$ cat config.mk
export PLATFORM = sky130hd
export DESIGN_NAME = fm_channel_register_writer
export DESIGN_NICKNAME = d
export VERILOG_FILES = /design/src/hw/rtl/fmcrw_pkg.sv /design/src/hw/rtl/fmcrw_front.sv /design/src/hw/rtl/fmcrw_queue.sv /design/src/hw/rtl/fmcrw_back.sv /design/src/hw/rtl/fm_channel_register_writer.sv
export SDC_FILE = /design/constraint.sdc
export NUM_CORES = 1
export LEC_CHECK = 0
export BUFFER_PORTS_ARGS = -buffer_cell sky130_fd_sc_hd__clkbuf_2
export CAP_MARGIN = 20
export CORE_AREA = 2 2 335 171
export CTS_CLUSTER_SIZE = 20
export DETAILED_ROUTE_END_ITERATION = 10
export DIE_AREA = 0 0 337 173
export GPL_TIMING_DRIVEN = 0
export PLACE_DENSITY = 0.66
export SYNTH_ARGS = -nofsm -noshare
export SYNTH_HDL_FRONTEND = slang
export SYNTH_SLANG_ARGS = --single-unit
$ cat constraint.sdc
create_clock -name clk -period 4.65 [get_ports clk]
set_input_delay 0.93 -clock clk [delete_from_list [all_inputs] [get_ports clk]]
set_output_delay 0.93 -clock clk [all_outputs]
set_load 0.005 [all_outputs]
$ cat src/hw/rtl/fmcrw_pkg.sv
`default_nettype none

package fmcrw_pkg;

	localparam logic [2:0] CMD_OP_LEVEL = 3'd0;
	localparam logic [2:0] CMD_CONNECT  = 3'd1;
	localparam logic [2:0] CMD_VOLUME   = 3'd2;
	localparam logic [2:0] CMD_TONE     = 3'd3;
	localparam logic [2:0] CMD_KEY_ON   = 3'd4;
	localparam logic [2:0] CMD_KEY_OFF  = 3'd5;
	localparam logic [2:0] CMD_PAN      = 3'd6;

	localparam logic [7:0] ADDR_KEY    = 8'h08;
	localparam logic [7:0] ADDR_PAN    = 8'h20;
	localparam logic [7:0] ADDR_KEY_CD = 8'h28;
	localparam logic [7:0] ADDR_KEY_FR = 8'h30;
	localparam logic [7:0] ADDR_LEVEL  = 8'h60;

	localparam logic [7:0] LEVEL_MAX = 8'h7f;

	localparam int KEY_TABLE_DEPTH = 96;
	localparam int KEY_IDX_W       = $clog2(KEY_TABLE_DEPTH);

	localparam logic [7:0] VOL_TABLE [16] = '{
		8'h2a, 8'h28, 8'h25, 8'h22, 8'h20, 8'h1d, 8'h1a, 8'h18,
		8'h15, 8'h12, 8'h10, 8'h0d, 8'h0a, 8'h08, 8'h05, 8'h02
	};

	localparam logic [3:0] CARRIER_TABLE [8] = '{
		4'h8, 4'h8, 4'h8, 4'h8, 4'hc, 4'he, 4'he, 4'hf
	};

	localparam logic [7:0] KEYCODE_TABLE [KEY_TABLE_DEPTH] = '{
		8'h00, 8'h01, 8'h02, 8'h04, 8'h05, 8'h06, 8'h08, 8'h09, 8'h0a, 8'h0c, 8'h0d, 8'h0e,
		8'h10, 8'h11, 8'h12, 8'h14, 8'h15, 8'h16, 8'h18, 8'h19, 8'h1a, 8'h1c, 8'h1d, 8'h1e,
		8'h20, 8'h21, 8'h22, 8'h24, 8'h25, 8'h26, 8'h28, 8'h29, 8'h2a, 8'h2c, 8'h2d, 8'h2e,
		8'h30, 8'h31, 8'h32, 8'h34, 8'h35, 8'h36, 8'h38, 8'h39, 8'h3a, 8'h3c, 8'h3d, 8'h3e,
		8'h40, 8'h41, 8'h42, 8'h44, 8'h45, 8'h46, 8'h48, 8'h49, 8'h4a, 8'h4c, 8'h4d, 8'h4e,
		8'h50, 8'h51, 8'h52, 8'h54, 8'h55, 8'h56, 8'h58, 8'h59, 8'h5a, 8'h5c, 8'h5d, 8'h5e,
		8'h60, 8'h61, 8'h62, 8'h64, 8'h65, 8'h66, 8'h68, 8'h69, 8'h6a, 8'h6c, 8'h6d, 8'h6e,
		8'h70, 8'h71, 8'h72, 8'h74, 8'h75, 8'h76, 8'h78, 8'h79, 8'h7a, 8'h7c, 8'h7d, 8'h7e
	};

	typedef struct packed {
		logic [2:0]         cmd;
		logic [2:0]         channel;
		logic [1:0]         op_index;
		logic [7:0]         arg;
		logic [7:0]         key_slots;
		logic [15:0]        volume_offset;
		logic signed [15:0] fine_tune;
	} cmd_item_t;

	typedef struct packed {
		logic [7:0] reg_addr;
		logic [7:0] wr_data;
		logic       last;
	} wr_item_t;

	typedef struct packed {
		logic [2:0] cmd;
		logic [2:0] channel;
		logic [1:0] op_index;
		logic [7:0] arg;
		logic [7:0] key_slots;
		logic [8:0] atten;
		logic [5:0] tune_frac;
		logic [7:0] keycode;
	} entry_t;

	typedef struct packed {
		logic full;
		logic empty;
	} qstat_t;

endpackage

`default_nettype wire

$ cat src/hw/rtl/fmcrw_front.sv
`default_nettype none

module fmcrw_front #(
	parameter int CHANNELS = 8
) (
	input  wire                   cmd_valid,
	input  fmcrw_pkg::cmd_item_t  cmd_item,
	input  fmcrw_pkg::qstat_t     qstat,
	output logic                  cmd_stall,
	output logic                  push,
	output fmcrw_pkg::entry_t     entry
);

	logic              keep;
	logic [3:0]        vol_idx;
	logic [7:0]        vol;
	logic signed [9:0] semis;
	logic signed [10:0] note;
	logic [fmcrw_pkg::KEY_IDX_W-1:0] key_idx;

	assign keep = (32'(cmd_item.channel) < CHANNELS) && (cmd_item.cmd <= fmcrw_pkg::CMD_PAN);
	assign cmd_stall = qstat.full;
	assign push = cmd_valid && !qstat.full && keep;

	assign vol_idx = (cmd_item.arg[6:4] != 3'd0) ? 4'hf : cmd_item.arg[3:0];
	assign vol = cmd_item.arg[7] ? {1'b0, cmd_item.arg[6:0]} : fmcrw_pkg::VOL_TABLE[vol_idx];

	assign semis = cmd_item.fine_tune[15:6];
	assign note = $signed({3'b000, cmd_item.arg}) + $signed({semis[9], semis});

	always_comb begin
		if (note < 0) begin
			key_idx = '0;
		end else if (note > (fmcrw_pkg::KEY_TABLE_DEPTH - 1)) begin
			key_idx = fmcrw_pkg::KEY_IDX_W'(fmcrw_pkg::KEY_TABLE_DEPTH - 1);
		end else begin
			key_idx = note[fmcrw_pkg::KEY_IDX_W-1:0];
		end
	end

	always_comb begin
		entry.cmd       = cmd_item.cmd;
		entry.channel   = cmd_item.channel;
		entry.op_index  = cmd_item.op_index;
		entry.arg       = cmd_item.arg;
		entry.key_slots = cmd_item.key_slots;
		entry.atten     = {1'b0, vol} + {1'b0, cmd_item.volume_offset[15:8]};
		entry.tune_frac = cmd_item.fine_tune[5:0];
		entry.keycode   = fmcrw_pkg::KEYCODE_TABLE[key_idx];
	end

endmodule

`default_nettype wire

$ cat src/hw/rtl/fmcrw_queue.sv
`default_nettype none

module fmcrw_queue #(
	parameter int DEPTH = 2
) (
	input  wire                clk,
	input  wire                arst_n,
	input  wire                push,
	input  fmcrw_pkg::entry_t  push_entry,
	input  wire                pop,
	output fmcrw_pkg::entry_t  head,
	output fmcrw_pkg::qstat_t  qstat
);

	localparam int PW = (DEPTH > 1) ? $clog2(DEPTH) : 1;
	localparam int CW = $clog2(DEPTH + 1);

	fmcrw_pkg::entry_t mem_q [DEPTH];
	logic [PW-1:0] wr_ptr_q;
	logic [PW-1:0] rd_ptr_q;
	logic [CW-1:0] count_q;

	function automatic logic [PW-1:0] next_ptr(input logic [PW-1:0] p);
		return (p == PW'(DEPTH - 1)) ? '0 : p + PW'(1);
	endfunction

	assign head = mem_q[rd_ptr_q];
	assign qstat.full = (count_q == CW'(DEPTH));
	assign qstat.empty = (count_q == '0);

	always_ff @(posedge clk) begin
		if (push) begin
			mem_q[wr_ptr_q] <= push_entry;
		end
	end

	always_ff @(posedge clk or negedge arst_n) begin
		if (!arst_n) begin
			wr_ptr_q <= '0;
			rd_ptr_q <= '0;
			count_q  <= '0;
		end else begin
			if (push) begin
				wr_ptr_q <= next_ptr(wr_ptr_q);
			end
			if (pop) begin
				rd_ptr_q <= next_ptr(rd_ptr_q);
			end
			if (push && !pop) begin
				count_q <= count_q + CW'(1);
			end else if (pop && !push) begin
				count_q <= count_q - CW'(1);
			end
		end
	end

	a_no_overflow: assert property (@(posedge clk) disable iff (!arst_n)
		push |-> (!qstat.full || pop)) else $error("queue push while full");
	a_no_underflow: assert property (@(posedge clk) disable iff (!arst_n)
		pop |-> !qstat.empty) else $error("queue pop while empty");
	a_count_bound: assert property (@(posedge clk) disable iff (!arst_n)
		push && !pop |=> count_q == $past(count_q) + CW'(1))
		else $error("queue count out of step");

endmodule

`default_nettype wire

$ cat src/hw/rtl/fmcrw_back.sv
`default_nettype none

module fmcrw_back #(
	parameter int CHANNELS = 8
) (
	input  wire                 clk,
	input  wire                 arst_n,
	input  fmcrw_pkg::entry_t   head,
	input  fmcrw_pkg::qstat_t   qstat,
	output logic                pop,
	input  wire                 wr_stall,
	output logic                wr_valid,
	output fmcrw_pkg::wr_item_t wr_item
);

	localparam int CH_W = (CHANNELS > 1) ? $clog2(CHANNELS) : 1;

	localparam logic ST_IDLE = 1'b0;
	localparam logic ST_RUN  = 1'b1;

	logic              state_q;
	logic [1:0]        step_q;
	fmcrw_pkg::entry_t cur_q;
	logic              out_valid_q;
	fmcrw_pkg::wr_item_t out_q;

	logic [7:0] op_level_q [CHANNELS*4];
	logic [7:0] fb_conn_q  [CHANNELS];
	logic [3:0] carrier_q  [CHANNELS];
	logic [7:0] slots_q    [CHANNELS];

	logic [CH_W-1:0]     ch;
	logic [7:0]          level;
	logic [9:0]          level_sum;
	logic                emits;
	logic                slot_free;
	logic                load;
	fmcrw_pkg::wr_item_t wr_next;

	assign ch = cur_q.channel[CH_W-1:0];
	assign level = op_level_q[{ch, step_q}];
	assign level_sum = {2'b00, level} + (carrier_q[ch][step_q] ? {1'b0, cur_q.atten} : 10'd0);
	assign slot_free = !out_valid_q || !wr_stall;
	assign pop = (state_q == ST_IDLE) && !qstat.empty;
	assign load = (state_q == ST_RUN) && emits && slot_free;

	always_comb begin
		emits = 1'b1;
		wr_next.reg_addr = fmcrw_pkg::ADDR_KEY;
		wr_next.wr_data = {5'b00000, cur_q.channel};
		wr_next.last = 1'b1;
		unique case (cur_q.cmd)
			fmcrw_pkg::CMD_VOLUME: begin
				wr_next.reg_addr = fmcrw_pkg::ADDR_LEVEL + {3'b000, step_q, 3'b000}
					+ {5'b00000, cur_q.channel};
				wr_next.wr_data = (level_sum > 10'(fmcrw_pkg::LEVEL_MAX))
					? fmcrw_pkg::LEVEL_MAX : level_sum[7:0];
				wr_next.last = (step_q == 2'd3);
			end
			fmcrw_pkg::CMD_TONE: begin
				if (step_q == 2'd0) begin
					wr_next.reg_addr = fmcrw_pkg::ADDR_KEY_FR + {5'b00000, cur_q.channel};
					wr_next.wr_data = {cur_q.tune_frac, 2'b00};
					wr_next.last = 1'b0;
				end else begin
					wr_next.reg_addr = fmcrw_pkg::ADDR_KEY_CD + {5'b00000, cur_q.channel};
					wr_next.wr_data = cur_q.keycode;
				end
			end
			fmcrw_pkg::CMD_KEY_ON: begin
				wr_next.wr_data = {slots_q[ch][4:0], cur_q.channel};
			end
			fmcrw_pkg::CMD_KEY_OFF: begin
			end
			fmcrw_pkg::CMD_PAN: begin
				wr_next.reg_addr = fmcrw_pkg::ADDR_PAN + {5'b00000, cur_q.channel};
				wr_next.wr_data = {cur_q.arg[1:0], 6'b000000} | fb_conn_q[ch];
			end
			default: begin
				emits = 1'b0;
			end
		endcase
	end

	always_ff @(posedge clk or negedge arst_n) begin
		if (!arst_n) begin
			state_q     <= ST_IDLE;
			step_q      <= '0;
			out_valid_q <= 1'b0;
		end else begin
			if (load) begin
				out_valid_q <= 1'b1;
			end else if (!wr_stall) begin
				out_valid_q <= 1'b0;
			end
			unique case (state_q)
				ST_IDLE: begin
					if (pop) begin
						state_q <= ST_RUN;
						step_q  <= '0;
					end
				end
				ST_RUN: begin
					if (!emits) begin
						state_q <= ST_IDLE;
					end else if (load) begin
						if (wr_next.last) begin
							state_q <= ST_IDLE;
							step_q  <= '0;
						end else begin
							step_q <= step_q + 2'd1;
						end
					end
				end
				default: begin
					state_q <= ST_IDLE;
				end
			endcase
		end
	end

	always_ff @(posedge clk) begin
		if (pop) begin
			cur_q <= head;
		end
		if (load) begin
			out_q <= wr_next;
		end
	end

	always_ff @(posedge clk or negedge arst_n) begin
		if (!arst_n) begin
			for (int i = 0; i < CHANNELS*4; i++) begin
				op_level_q[i] <= '0;
			end
			for (int i = 0; i < CHANNELS; i++) begin
				fb_conn_q[i] <= '0;
				carrier_q[i] <= '0;
				slots_q[i]   <= '0;
			end
		end else if (state_q == ST_RUN) begin
			if (cur_q.cmd == fmcrw_pkg::CMD_OP_LEVEL) begin
				op_level_q[{ch, cur_q.op_index}] <= cur_q.arg;
			end else if (cur_q.cmd == fmcrw_pkg::CMD_CONNECT) begin
				fb_conn_q[ch] <= cur_q.arg;
				carrier_q[ch] <= fmcrw_pkg::CARRIER_TABLE[cur_q.arg[2:0]];
				slots_q[ch]   <= cur_q.key_slots;
			end
		end
	end

	assign wr_valid = out_valid_q;
	assign wr_item = out_q;

	a_idle_step: assert property (@(posedge clk) disable iff (!arst_n)
		state_q == ST_IDLE |-> step_q == 2'd0) else $error("step left set while idle");
	a_last_ends: assert property (@(posedge clk) disable iff (!arst_n)
		load && wr_next.last |=> state_q == ST_IDLE) else $error("command runs past last write");
	a_hold_stalled: assert property (@(posedge clk) disable iff (!arst_n)
		out_valid_q && wr_stall |=> out_valid_q && $stable(out_q))
		else $error("stalled write not held");

endmodule

`default_nettype wire

$ cat src/hw/rtl/fm_channel_register_writer.sv
// FM channel register writer.
// Command channel (cmd_valid / cmd_stall / cmd_item): one channel command per
// transaction. Set operator level and set connection only update the stored
// timbre state; volume yields four register writes, tone two, key on, key off
// and pan one each. Commands with an unused code or a channel at or above
// CHANNELS are taken and dropped.
// Write channel (wr_valid / wr_stall / wr_item): one address/data pair per
// transaction, last set on the final write of a command.
// Commands enter a queue of QUEUE_DEPTH entries; the executor takes one entry
// per command and emits one write per cycle into an output register unless
// wr_stall holds it. A command goes from the queue into the executor's
// command register, and its writes into the output register. The executor
// dequeues a command only when idle, then emits its writes in order, or makes
// the state update of a command without writes. The executor is the rate limit.
// cmd_stall rises only when the queue is full. While wr_stall is high the
// output register holds any write it has and the executor waits to emit its next.
// Reset clears all timbre state to zero, empties the queue and drops any
// pending write.
`default_nettype none

module fm_channel_register_writer #(
	parameter int CHANNELS    = 8,
	parameter int QUEUE_DEPTH = 2
) (
	input  wire                  clk,
	input  wire                  arst_n,
	input  wire                  cmd_valid,
	output logic                 cmd_stall,
	input  fmcrw_pkg::cmd_item_t cmd_item,
	output logic                 wr_valid,
	input  wire                  wr_stall,
	output fmcrw_pkg::wr_item_t  wr_item
);

	fmcrw_pkg::qstat_t qstat;
	fmcrw_pkg::entry_t push_entry;
	fmcrw_pkg::entry_t head;
	logic              push;
	logic              pop;

	fmcrw_front #(
		.CHANNELS(CHANNELS)
	) u_front (
		.cmd_valid(cmd_valid),
		.cmd_item (cmd_item),
		.qstat    (qstat),
		.cmd_stall(cmd_stall),
		.push     (push),
		.entry    (push_entry)
	);

	fmcrw_queue #(
		.DEPTH(QUEUE_DEPTH)
	) u_queue (
		.clk       (clk),
		.arst_n    (arst_n),
		.push      (push),
		.push_entry(push_entry),
		.pop       (pop),
		.head      (head),
		.qstat     (qstat)
	);

	fmcrw_back #(
		.CHANNELS(CHANNELS)
	) u_back (
		.clk     (clk),
		.arst_n  (arst_n),
		.head    (head),
		.qstat   (qstat),
		.pop     (pop),
		.wr_stall(wr_stall),
		.wr_valid(wr_valid),
		.wr_item (wr_item)
	);

endmodule

`default_nettype wire
==> impl_metrics.json <==
{
  "status": "finished clean",
  "ant_nets": 0,
  "drt_iter0_drc": 1479,
  "fin_crit_sh": 0.958,
  "cp_max_fo": 10,
  "netlist_top_cells_area": "dfrtp_1, mux2_2, edfxtp_1, mux4_2, ha_1",
  "maxCapViolations": 0,
  "grt_usage": 0.220,
  "netlist_top_cells_count": "mux2_2, dfrtp_1, edfxtp_1, clkbuf_1, nand2_1",
  "viasPerCell": 5.83,
  "die-area_um2": 58300,
  "synth_area_um2": 24800,
  "cp.arrival_ns": 4.74,
  "synth_most_common_cell": "mux2_2",
  "grt_pass1_vias": 15681,
  "synthFlopType": "dfrtp_1",
  "gp_congestion": 0.882,
  "ys_async_sr_fraction": 0.730,
  "cts_hold_buf": 0,
  "insertedDiodeCount": 0,
  "syn_nets": 1842,
  "leakagePower_nw": 12.4,
  "syn2layout_area_growth_pct": 13.7,
  "yosys_warnings": 0,
  "antenna_found_initial": 2,
  "yosysTopAreaCellShare": 0.396,
  "detail_route.wl_per_cell_um": 24.0,
  "fin_ws_ns": 0.196,
  "grt_max_degree": 113,
  "hold_slack_ns": 0.191,
  "vias": 15556,
  "path_class": "flip-flop to flip-flop",
  "overflow": 0,
  "multi_input_area_um2": 10200,
  "max_freq_ghz": 0.225,
  "place_ws_ns": -1.16,
  "start_util": 0.449,
  "fin_util": 0.510,
  "vdd.ir_drop.worst_v": 0.000346,
  "synth_edf_count": 145,
  "rsz0062_at_grt": "false",
  "worstMarginPinSlew_ns": 1.07,
  "synth-seq-area-share": 0.572,
  "portBuffers": 66,
  "dr.pass1.iters": 5,
  "crit_required_ns": 4.94,
  "drt-total-wl_um": 64100,
  "ff_latch_area_um2": 14200,
  "pin_count": 79,
  "hold_viol": 0,
  "placementRows": 61,
  "nFillCells": 4659,
  "nets": 1971,
  "syn_inst": 1744,
  "cts_sinks": 537,
  "die_y_um": 173,
  "crit_path_start_kind": "flip-flop",
  "cts_tree": "done",
  "ys_ff_latch": 537,
  "drive_above_1_share": 0.375,
  "fin_crit_ns": 4.45,
  "yosys.area.top_type": "dfrtp_1",
  "synth_cell_type_count": 86,
  "total_power_mw": 17.7,
  "cts_made_buffers": 49,
  "drc_errors": 0,
  "clock_latency_ns": 0.57,
  "setup_viol": 0,
  "die_w_um": 337,
  "dp_hpwl_um": 43700,
  "maxSlewHeadroom": 0.285,
  "htree_levels": 2,
  "clk_pin_slew_ns": 0.07,
  "ctsRootBufferMaster": "clkbuf_16",
  "clock_path_buffers": 3,
  "cellPowerDensity_nw_per_um2": 630,
  "worst_clock_skew_ns": 0.0200,
  "finalMaxSlewViolations": 0,
  "syn_area_per_cell_um2": 14.2,
  "worstSetupEndpointType": "flip-flop",
  "hold_class": "input pin to asynchronous set/reset pin",
  "grt_pass1_wl_um": 98000,
  "core_area_um2": 55200
}
==> final cells by class <==
class	count	area share
Sequential cell	537	0.503
Clock inverter	18	0.00853
Tap cell	756	0.0336
Clock buffer	70	0.0500
Multi-Input combinational cell	1069	0.362
Inverter	28	0.00373
Buffer	105	0.0182
Timing Repair Buffer	83	0.0211
==> cells in the final DEF, fill, tap and decap left out, types with 10 or more instances in the layout <==
cell type	synthesis	final
clkbuf_1	81	77
a21oi_1	49	45
clkbuf_16	0	51
nor2b_1	17	16
dfrtp_1	392	390
mux4_2	65	65
buf_4	1	15
buf_2	19	12
nand2b_1	15	15
edfxtp_1	145	145
a22oi_1	51	50
xnor2_1	12	12
o21ai_0	56	51
nand3_1	16	16
nand2_1	81	81
nor2_1	49	47
mux2_2	409	409
clkbuf_2	1	74
mux2i_1	10	10
ha_1	35	34
a22o_1	18	18
nand4_1	12	12
inv_1	28	27
==> stage by stage <==
stage | cell area, µm² | std cells | TNS, ns
detailed placement | 26300 | 2575 | -8.58
floorplan | 24800 | 1744 | 0
finish | 28200 | 2666 | 0
global route | 28200 | 2666 | 0
global placement | 26000 | 2566 | -2470.97
CTS | 28100 | 2663 | 0
==> power breakdown <==
| group | leakage [nW] | internal [mW] | switching, mW |
|---|---|---|---|
| Clock | 0.804 | 2.43 | 1.76 |
| Sequential | 6.70 | 6.73 | 0.947 |
| Combinational | 4.86 | 2.53 | 3.32 |
| Total | 12.4 | 11.7 | 6.03 |
==> registers in the layout, indices dropped and copies added (netlist names) <==
register	cells
u_back.op_level_q	256
u_queue.mem_q	86
u_back.fb_conn_q	56
u_back.cur_q	40
u_back.slots_q	40
u_back.carrier_q	32
u_back.wr_item	16
u_back.ch	3
u_back.step_q	2
u_queue.count_q	2
u_back.state_q	1
u_back.wr_valid	1
u_queue.rd_ptr_q	1
u_queue.wr_ptr_q	1
==> worst max-delay path, stage by stage, from the launching register on <==
cell	delay [ns]
dfrtp_2	0.46
buf_12	0.18
buf_6	0.16
buf_8	0.17
mux4_2	0.55
a22oi_1	0.20
nand4_1	0.25
ha_2	0.28
fa_1	0.46
a21o_1	0.21
a21oi_2	0.18
o21bai_1	0.08
a21o_1	0.22
nor4_4	0.20
o311ai_4	0.18
o21ai_1	0.23
o221ai_1	0.15
==> per-layer routing <==
layer  GRT usage  share of wire  vias to the layer above
met3      0.0373          0.058                       89
met4      0.0558          0.023                        4
met2       0.344           0.46                      450
li1            -              -                     6847
met5           0        0.00053                        -
met1       0.320           0.46                     8166
==> what timing repair did <==
item,4_1_cts,5_1_grt
cloned,0,0
buffers inserted,3,4
endpoints found under the setup margin,7,9
gates resized for setup,52,30
pin swaps,2,11
==> final timing paths <==
| check | slack [ns] | startpoint | end | cells after the start |
|---|---|---|---|---|
| worst max register to register | 0.20 | u_back.step_q[0] | u_back.wr_item[5] | 16 |
| worst min register to register | 0.46 | u_back.carrier_q[31] | u_back.carrier_q[31] | 1 |
| worst min-delay path | 0.19 | arst_n | u_back.wr_valid | 1 |
| max in group asynchronous | 2.91 | arst_n | u_back.op_level_q[181] | 4 |
| min in group clk | 0.46 | u_back.carrier_q[31] | u_back.carrier_q[31] | 1 |
| worst max-delay path | 0.20 | u_back.step_q[0] | u_back.wr_item[5] | 16 |
==> cells by family (layout without fill, tap and decap cells) <==
kind of cell               Yosys count  after routing  share of synthesized area
and+or+nand+nor                    259            259                     0.0547
xor gates and xnor gates            18             18                    0.00636
AOI/OAI and AO/OA                  269            269                     0.0756
muxes                              484            484                      0.249
adders and majority gates           38             38                     0.0201
DFF                                537            537                      0.572
other                                1              1                   0.000151
buffers and inverters              138            304                     0.0224
(Power assumes the default switching activity.)
